`src/sv/ahm_pkg.sv`:
```
// shared constants, types and codes for the assignment matcher
// used by the sequencer, the column cells, the top level and the checker
// no dependencies

package ahm_pkg;

  localparam int MAX_SIZE  = 16;
  localparam int IDX_W     = 4;
  localparam int SIZE_W    = 5;
  localparam int COST_W    = 16;
  localparam int WCOST_W   = 17;
  localparam int LABEL_W   = 24;
  localparam int SLACK_W   = 25;
  localparam int TOTAL_W   = 20;
  localparam int SUM_W     = 21;
  localparam int ADDR_W    = 2 * IDX_W;
  localparam int CFG_IDX_W = 4;
  localparam int CFG_DW    = 5;

  // configuration register indexes
  localparam logic [CFG_IDX_W-1:0] CFG_SIZE     = CFG_IDX_W'(0);
  localparam logic [CFG_IDX_W-1:0] CFG_MINIMIZE = CFG_IDX_W'(1);

  // operations broadcast to the column cells
  typedef enum logic [3:0] {
    OP_NOP,
    OP_SHIFT,
    OP_CLEAR,
    OP_TREE_CLR,
    OP_TIGHT,
    OP_SLACK_INIT,
    OP_SLACK_MIN,
    OP_RELABEL,
    OP_SET_TREE,
    OP_SET_PARTNER
  } cell_op_t;

  typedef struct packed {
    cell_op_t                   op;
    logic [IDX_W-1:0]           sel_col;
    logic [IDX_W-1:0]           row;
    logic signed [LABEL_W-1:0]  rl;
    logic signed [SLACK_W-1:0]  delta;
  } cell_cmd_t;

  typedef struct packed {
    logic signed [SLACK_W-1:0]  slack;
    logic [IDX_W-1:0]           src;
    logic                       pv;
    logic [IDX_W-1:0]           partner;
    logic                       in_tree;
    logic                       tight;
    logic                       zero;
  } cell_stat_t;

  // sequencer states
  typedef enum logic [3:0] {
    S_LOAD,
    S_INIT,
    S_RLOAD,
    S_RDONE,
    S_START,
    S_BFS,
    S_TSCAN,
    S_DMIN,
    S_RELAB,
    S_ZSCAN,
    S_AUG,
    S_ORD,
    S_OWAIT,
    S_OHOLD
  } seq_state_t;

  // purpose of a row load into the cell chain
  typedef enum logic [1:0] {
    LK_MAX,
    LK_ROOT,
    LK_TIGHT,
    LK_ADD
  } load_kind_t;

endpackage

```
`src/sv/ahm_col_cell.sv`:
```
// one column cell of the matcher chain: label, slack, partner and tree flags
// shifts row costs to its neighbor; depends on ahm_pkg

module ahm_col_cell (
  input  logic                                clk,
  input  logic                                rst_n,
  input  ahm_pkg::cell_cmd_t                  cmd,
  input  logic                                sel,
  input  logic signed [ahm_pkg::WCOST_W-1:0]  cost_in,
  output logic signed [ahm_pkg::WCOST_W-1:0]  cost_out,
  output ahm_pkg::cell_stat_t                 stat
);

  logic signed [ahm_pkg::WCOST_W-1:0] cost_r;
  logic signed [ahm_pkg::LABEL_W-1:0] label_r;
  logic signed [ahm_pkg::SLACK_W-1:0] slack_r;
  logic [ahm_pkg::IDX_W-1:0]          src_r;
  logic                               pv_r;
  logic [ahm_pkg::IDX_W-1:0]          partner_r;
  logic                               in_tree_r;
  logic                               tight_r;

  logic signed [ahm_pkg::SLACK_W:0]   lsum;
  logic signed [ahm_pkg::SLACK_W:0]   s_full;
  logic signed [ahm_pkg::SLACK_W-1:0] s_val;

  // row label plus column label, and slack against the held cost
  assign lsum   = (ahm_pkg::SLACK_W+1)'(cmd.rl) + (ahm_pkg::SLACK_W+1)'(label_r);
  assign s_full = lsum - (ahm_pkg::SLACK_W+1)'(cost_r);
  assign s_val  = s_full[ahm_pkg::SLACK_W-1:0];

  always_ff @(posedge clk) begin
    if (!rst_n) begin
      label_r   <= '0;
      pv_r      <= 1'b0;
      in_tree_r <= 1'b0;
      tight_r   <= 1'b0;
    end else begin
      case (cmd.op)
        ahm_pkg::OP_SHIFT: begin
          cost_r <= cost_in;
        end
        ahm_pkg::OP_CLEAR: begin
          label_r <= '0;
          pv_r    <= 1'b0;
        end
        ahm_pkg::OP_TREE_CLR: begin
          in_tree_r <= 1'b0;
          tight_r   <= 1'b0;
        end
        ahm_pkg::OP_TIGHT: begin
          tight_r <= !in_tree_r && (lsum == (ahm_pkg::SLACK_W+1)'(cost_r));
        end
        ahm_pkg::OP_SLACK_INIT: begin
          slack_r <= s_val;
          src_r   <= cmd.row;
        end
        ahm_pkg::OP_SLACK_MIN: begin
          if (s_val < slack_r) begin
            slack_r <= s_val;
            src_r   <= cmd.row;
          end
        end
        ahm_pkg::OP_RELABEL: begin
          if (in_tree_r) label_r <= label_r + cmd.delta[ahm_pkg::LABEL_W-1:0];
          else           slack_r <= slack_r - cmd.delta;
        end
        ahm_pkg::OP_SET_TREE: begin
          if (sel) begin
            in_tree_r <= 1'b1;
            tight_r   <= 1'b0;
          end
        end
        ahm_pkg::OP_SET_PARTNER: begin
          if (sel) begin
            pv_r      <= 1'b1;
            partner_r <= cmd.row;
          end
        end
        default: begin
        end
      endcase
    end
  end

  // status toward the sequencer
  assign cost_out     = cost_r;
  assign stat.slack   = slack_r;
  assign stat.src     = src_r;
  assign stat.pv      = pv_r;
  assign stat.partner = partner_r;
  assign stat.in_tree = in_tree_r;
  assign stat.tight   = tight_r;
  assign stat.zero    = (slack_r == '0);

endmodule

```
`config.mk`:
```
export PLATFORM = sky130hd
export DESIGN_NAME = ahm_col_cell
export DESIGN_NICKNAME = d
export VERILOG_FILES = /design/src/sv/ahm_pkg.sv /design/src/sv/ahm_col_cell.sv
export SDC_FILE = /design/constraint.sdc
export NUM_CORES = 1
export LEC_CHECK = 0
export BUFFER_PORTS_ARGS = -buffer_cell sky130_fd_sc_hd__buf_2
export CELL_PAD_IN_SITES_DETAIL_PLACEMENT = 0
export CELL_PAD_IN_SITES_GLOBAL_PLACEMENT = 1
export CORE_MARGIN = 3
export CORE_UTILIZATION = 47
export DETAILED_ROUTE_END_ITERATION = 16
export HOLD_SLACK_MARGIN = 0.06
export PLACE_DENSITY = 0.95
export SLEW_MARGIN = 25
export SYNTH_ARGS = -nofsm -noshare
export SYNTH_HDL_FRONTEND = slang
export SYNTH_SLANG_ARGS = --single-unit
```
`constraint.sdc`:
```
create_clock -name clk -period 17 [get_ports clk]
set_input_delay 1.7 -clock clk [delete_from_list [all_inputs] [get_ports clk]]
set_output_delay 1.7 -clock clk [all_outputs]
set_load 0.01 [all_outputs]
```
Word level (Yosys, flattened, before mapping)
Index checks and enable logic that the tools add are counted.
{ "classes": {"bitwise": 0, "magnitude_cmp": 1, "eq_ne": 15, "mux": 12, "shift": 0, "add_sub_neg": 4, "n_mul": 0, "div_mod_pow": 0, "n_reduce_logical": 17} }
{ "ops": {"columns": ["cell", "count"], "rows": [
  ["$pmux W25 S3", 1],
  ["$mux W25", 2],
  ["$pmux W24 S2", 1],
  ["$add A24 B24 Y25", 1],
  ["$eq A25 B17 Y1", 1],
  ["$logic_not A25 Y1", 1],
  ["$lt A25 B25 Y1", 1],
  ["$sub A25 B17 Y25", 1],
  ["$sub A25 B25 Y25", 1],
  ["$add A24 B24 Y24", 1],
  ["$mux W24", 1],
  ["$eq A4 B3 Y1 const B", 4],
  ["$ne A2 B2 Y1 const B", 5],
  ["$reduce_and A2 Y1", 5],
  ["$eq A4 B2 Y1 const B", 2],
  ["$eq A4 B4 Y1 const B", 2],
  ["$pmux W4 S2", 1],
  ["$reduce_bool A2 Y1", 4],
  ["$reduce_and A3 Y1", 2],
  ["$reduce_bool A3 Y1", 2],
  ["$eq A4 B1 Y1 const B", 1],
  ["$mux W4", 1],
  ["$pmux W1 S2", 2],
  ["$reduce_and A4 Y1", 1],
  ["other kinds (4)", 5]
]} }
{ "word_totals": {"ff_bits": 77, "inputBits": 81, "latch_bits": 0, "elab_cells": 57, "memories": 0, "romBits": 0, "ram_bits": 0} }

Longest topological paths before layout
{ "logic_depth": {"word_depth": 5, "depth_mapped": 28, "mapped_depth_nobuf": 28} }

Least setup slack after synthesis
No wires, ideal clock.
{ "synth_timing": {"path_type": "input to register", "from": "input cmd[31] (netlist name)", "to": "register slack_r[0] (netlist name), enable pin", "setup_slack_ps": 8717, "path_buffers": 0, "arrival_time_ps": 7838, "path_stages": 24, "cell_sequence": "ha_1 -> a21o_1 -> a21o_1 -> a221o_1 -> a21oi_1 -> o21bai_1 -> o311ai_0 -> ha_1 -> and3_1 -> nor2b_1 -> o221a_2 -> nor3_2 -> nor2_1 -> a21oi_1 -> xnor2_1 -> ha_1 -> a21o_1 -> a21o_1 -> a21o_1 -> a21oi_1 -> nor2b_1 -> o21ai_0 -> nand4b_1 -> a211oi_1"} }
{ "synth_between": {"elab_chain_len": 5} }
{ "synth_rtl": {"columns": ["item", "line_no", "rtl"], "rows": [
  ["start, declared", "ahm_col_cell.sv:7", "input ahm_pkg::cell_cmd_t cmd,"],
  ["$add A24 B24 Y25", "ahm_col_cell.sv:28", "assign lsum = (ahm_pkg::SLACK_W+1)'(cmd.rl) + (ahm_pkg::SLACK_W+1)'(label_r);"],
  ["$sub A25 B17 Y25", "ahm_col_cell.sv:29", "assign s_full = lsum - (ahm_pkg::SLACK_W+1)'(cost_r);"],
  ["$lt A25 B25 Y1", "ahm_col_cell.sv:59", "if (s_val < slack_r) begin"],
  ["$ne A2 B2 Y1 (no line)", null, null],
  ["$reduce_and A4 Y1 (no line)", null, null],
  ["end signal, assigned", "ahm_col_cell.sv:55", "slack_r <= s_val;"],
  ["end signal, assigned", "ahm_col_cell.sv:60", "slack_r <= s_val;"],
  ["end signal, assigned", "ahm_col_cell.sv:66", "else slack_r <= slack_r - cmd.delta;"],
  ["end, declared", "ahm_col_cell.sv:16", "logic signed [ahm_pkg::SLACK_W-1:0] slack_r;"]
]} }
No other way between the ends.
A chain may end at the register's enable or synchronous reset.

Worst setup path in the final report
{ "layout_timing": {"from": "input cmd[26] (netlist name)", "to": "register slack_r[10] (netlist name), enable pin"} }
The elaborated chain is that of the path after synthesis.

==> summary.md <==
| Metric | Value |
|---|---|
| CTS Buf Count | `9` |
| Core Area | `16940 um^2` |
| Worst hold path class | `reg2reg` |
| HP Start | `label_r[10]$_SDFFE_PN0P_` |
| H-tree levels | `3` |
| Unique masters post-synth | `70` |
| Commonest cells post-synth | `ha_1, inv_1, a21oi_1` |
| Relative slew slack | `0.4202` |
| Worst r2r src | `label_r[1]$_SDFFE_PN0P_` |
| Largest net degree at the start of global routing | `26` |
| CP delay by family, top | `compound AO/OA/AOI/OAI gates` |
| Clock root buffer | `clkbuf_16` |
| TritonCTS clock tree | `built` |
| Post-synthesis sequential area ratio | `0.2461` |
| Final worst path period need | `7.676 ns` |
| Setup_tns | `0 ns` |
| Hold Fails Final Rpt | `0` |
| CP Data Arrival Time | `between 7 and 8 ns` |
| VDD IR max | `0.04968 mV` |
| Status | `completed` |
| Post-Syn Instances | `992` |
| Die area | `19280 um^2` |
| MaxCap Viol Count | `0` |
| Post-CTS Setup Bufs | `0` |
| Reg2Reg Capture Point | `slack_r[10]$_DFFE_PP_` |
| Synthesized area per cell | `8.364 um^2` |
| Drt wl/cell | `17.17 um` |
| Worst Path Required | `17.03 ns` |
| Fmax | `0.1303 GHz` |
| Initial cell density of the core | `0.4899` |
| GRT Total Usage | `0.2354` |
| Drt first pass iters | `5` |
| Clock transition at path regs | `0.06 ns` |
| Post-synth EDFFs | `50` |
| Die Ht | `138.9 um` |
| Final GP Congestion | `0.8828` |
| Die width | `138.9 um` |
| Layout cell share with drive strength beyond 1 | `0.1521` |
| Buffers and inverters on the worst path | `2` |
| PwrDens | `58.66 nW/um^2` |
| Wire length of the first global-routing pass | `36910 um` |
| Max incr delay on CP | `0.57 ns` |
| Initial antenna violation count | `0` |
| Syn. warnings | `0` |
| Area Growth Syn to Fin | `13.89%` |
| Syn Std Cell Area | `8297 um^2` |
| Final period util | `0.4515` |
| Final Total Pwr | `0.5543 mW` |
| Count leader, synth | `ha_1` |
| Worst Hold Endpoint | `label_r[10]$_SDFFE_PN0P_` |
| Maximum root-to-sink buffer count | `2` |
| Synth Register Bits | `77` |
| Setup violators final | `0` |
| Reg-to-reg slack, setup | `10.35 ns` |
| Worst skew pair latency | `approximately 0.35 ns` |
| End-of-flow core utilization | `0.5579` |
| Asr flop ratio synth | `0` |
| Diodes inserted | `0` |
| Final HPWL DP | `18850 um` |
| DRT iter0 DRCs | `~650` |
| # resized after CTS | `0` |
| Yosys top cell area share | `0.1810` |
| Crit start category | `input port` |
| GRT Residual Overflow | `0` |
| IO Pins | `135` |
| # clock sinks | `between 70 and 80` |
| Post-DRT Antenna Nets | `0` |
| Fillcell total | `about 1600` |
| Final Max Slew Viols | `0` |
| Vias after detailed routing | `a little under 8000` |
| Net count after synthesis | `between 1000 and 1500` |
| Number of global-route vias before repair | `7391` |
| Post-synth top flop | `edfxtp_1` |
| LEAKAGE | `4.389 nW` |
| Unrepaired setup endpoints after global routing | `no` |
| DRT Wirelength | `22970 um` |
| Row cnt | `47` |
| Final nets | `1318` |
| CP Capture Type | `register` |
| Reg2reg path depth | `26` |
| Least-Margin Pin Slew | `0.8697 ns` |
| Hold Path Depth | `2` |
| I/O Buffers | `130` |
| Synth area leaders | `edfxtp_1, ha_1, dfxtp_1, a21oi_1, xnor2_1` |
| DRC errors left | `0` |
| WS Path Type | `in2reg` |
| Leading area contributor after synthesis | `edfxtp_1` |
| # hold bufs at CTS | `0` |
| Skew final | `a little under 0.007 ns` |
| Crit path max-delay cell type | `a211oi_4` |
| Worst Path Max Fanout | `17` |
| Vias per cell | `approximately 5.8` |
-- registers in the layout, indices dropped and copies added, names as in the netlist --
signal     flops
label_r       24
src_r          4
partner_r      4
in_tree_r      1
tight_r        1
pv_r           1
cost_out      17
slack_r       25
-- stage by stage --
step	setup WS [ns]	instances	cell area, um^2	hold slack [ns]
floorplan	8.717	992	8297	0.4481
global placement	9.092	1323	9168	0.4621
detailed placement	9.014	1323	9168	0.4692
CTS	9.360	1338	9449	0.4797
global route	8.817	1338	9449	0.5060
finish	9.324	1338	9449	0.4814
-- power by group --
group | switching [mW] | internal [mW] | leakage (nW) | total [mW]
clock network | 0.0815 | 0.112 | 0.130 | 0.194
logic | 0.0867 | 0.0657 | 3.59 | 0.152
registers | 0.00338 | 0.205 | 0.671 | 0.208
total | 0.172 | 0.383 | 4.39 | 0.554
-- metal layers --
layer / routed length [um] / vias up / global-route usage
li1: - / 3882 / -
met1: 11140 / 3577 / 0.3367
met2: 9988 / 232 / 0.3700
met3: 1336 / 34 / 0.03793
met4: 504 / 0 / 0.06437
met5: 0 / - / 0
-- tightest hold or removal path, cell delays in order, from the launching register on --
cell and delay (ns):
dfxtp_1 0.32, nand2_1 0.05, o21ai_0 0.06
-- how the worst max path moves through the flow --
stage,startpoint,endpoint,slack (ns),depth (start not counted)
after floorplan,cmd[31],slack_r[0]$_DFFE_PP_,8.72,24
after global placement,cmd[26],slack_r[3]$_DFFE_PP_,9.09,27
after detailed placement,cmd[26],slack_r[3]$_DFFE_PP_,9.01,27
after CTS,cmd[26],slack_r[8]$_DFFE_PP_,9.36,27
after global routing,cmd[26],slack_r[7]$_DFFE_PP_,8.82,27
final,cmd[26],slack_r[10]$_DFFE_PP_,9.32,27
-- placed cells by master, fill, tap and decap left out, types with 4 or more instances in the layout --
| cell type | instances |
|---|---|
| nor2_1 | 70 |
| xor2_1 | 32 |
| a311oi_1 | 4 |
| o21bai_1 | 10 |
| a22oi_1 | 12 |
| o31a_1 | 4 |
| mux2i_1 | 6 |
| a21oi_1 | 76 |
| and2_1 | 6 |
| xnor2_1 | 43 |
| fa_1 | 4 |
| ha_1 | 119 |
| clkbuf_16 | 9 |
| a21o_1 | 38 |
| o21ai_1 | 11 |
| o211ai_1 | 6 |
| mux2_2 | 8 |
| nor4_1 | 9 |
| nor3_1 | 27 |
| o22ai_1 | 5 |
| inv_1 | 87 |
| nand4_1 | 18 |
| nand3_1 | 19 |
| nand3b_1 | 6 |
| o31ai_1 | 8 |
| and3_1 | 6 |
| a211oi_1 | 13 |
| or2_2 | 5 |
| buf_2 | 130 |
| dfxtp_1 | 27 |
| o21a_1 | 19 |
| nand2_1 | 65 |
| nor2b_1 | 35 |
| a31oi_1 | 6 |
| o21ai_0 | 54 |
| nand2b_1 | 14 |
| edfxtp_1 | 50 |
-- cell type report --
type,count,area [um^2],share of cell area
multi-input cells,806,5851,0.6192
clock buffers,10,229.0,0.02423
flip-flops and latches,77,2042,0.2161
clock inverters,5,52.55,0.005561
repair buffers,133,673.1,0.07124
well taps,220,275.3,0.02913
inverters,87,326.6,0.03456
-- cell families after synthesis --
family	Yosys count	share of synthesized area
adders and majority gates	123	0.1891
AOI/OAI and AO/OA	295	0.2338
and+or+nand+nor	297	0.1802
muxes	16	0.02081
xor gates and xnor gates	75	0.07917
buffers and inverters	109	0.05082
DFF	77	0.2461
No activity file was read; power rests on OpenSTA's default activity.
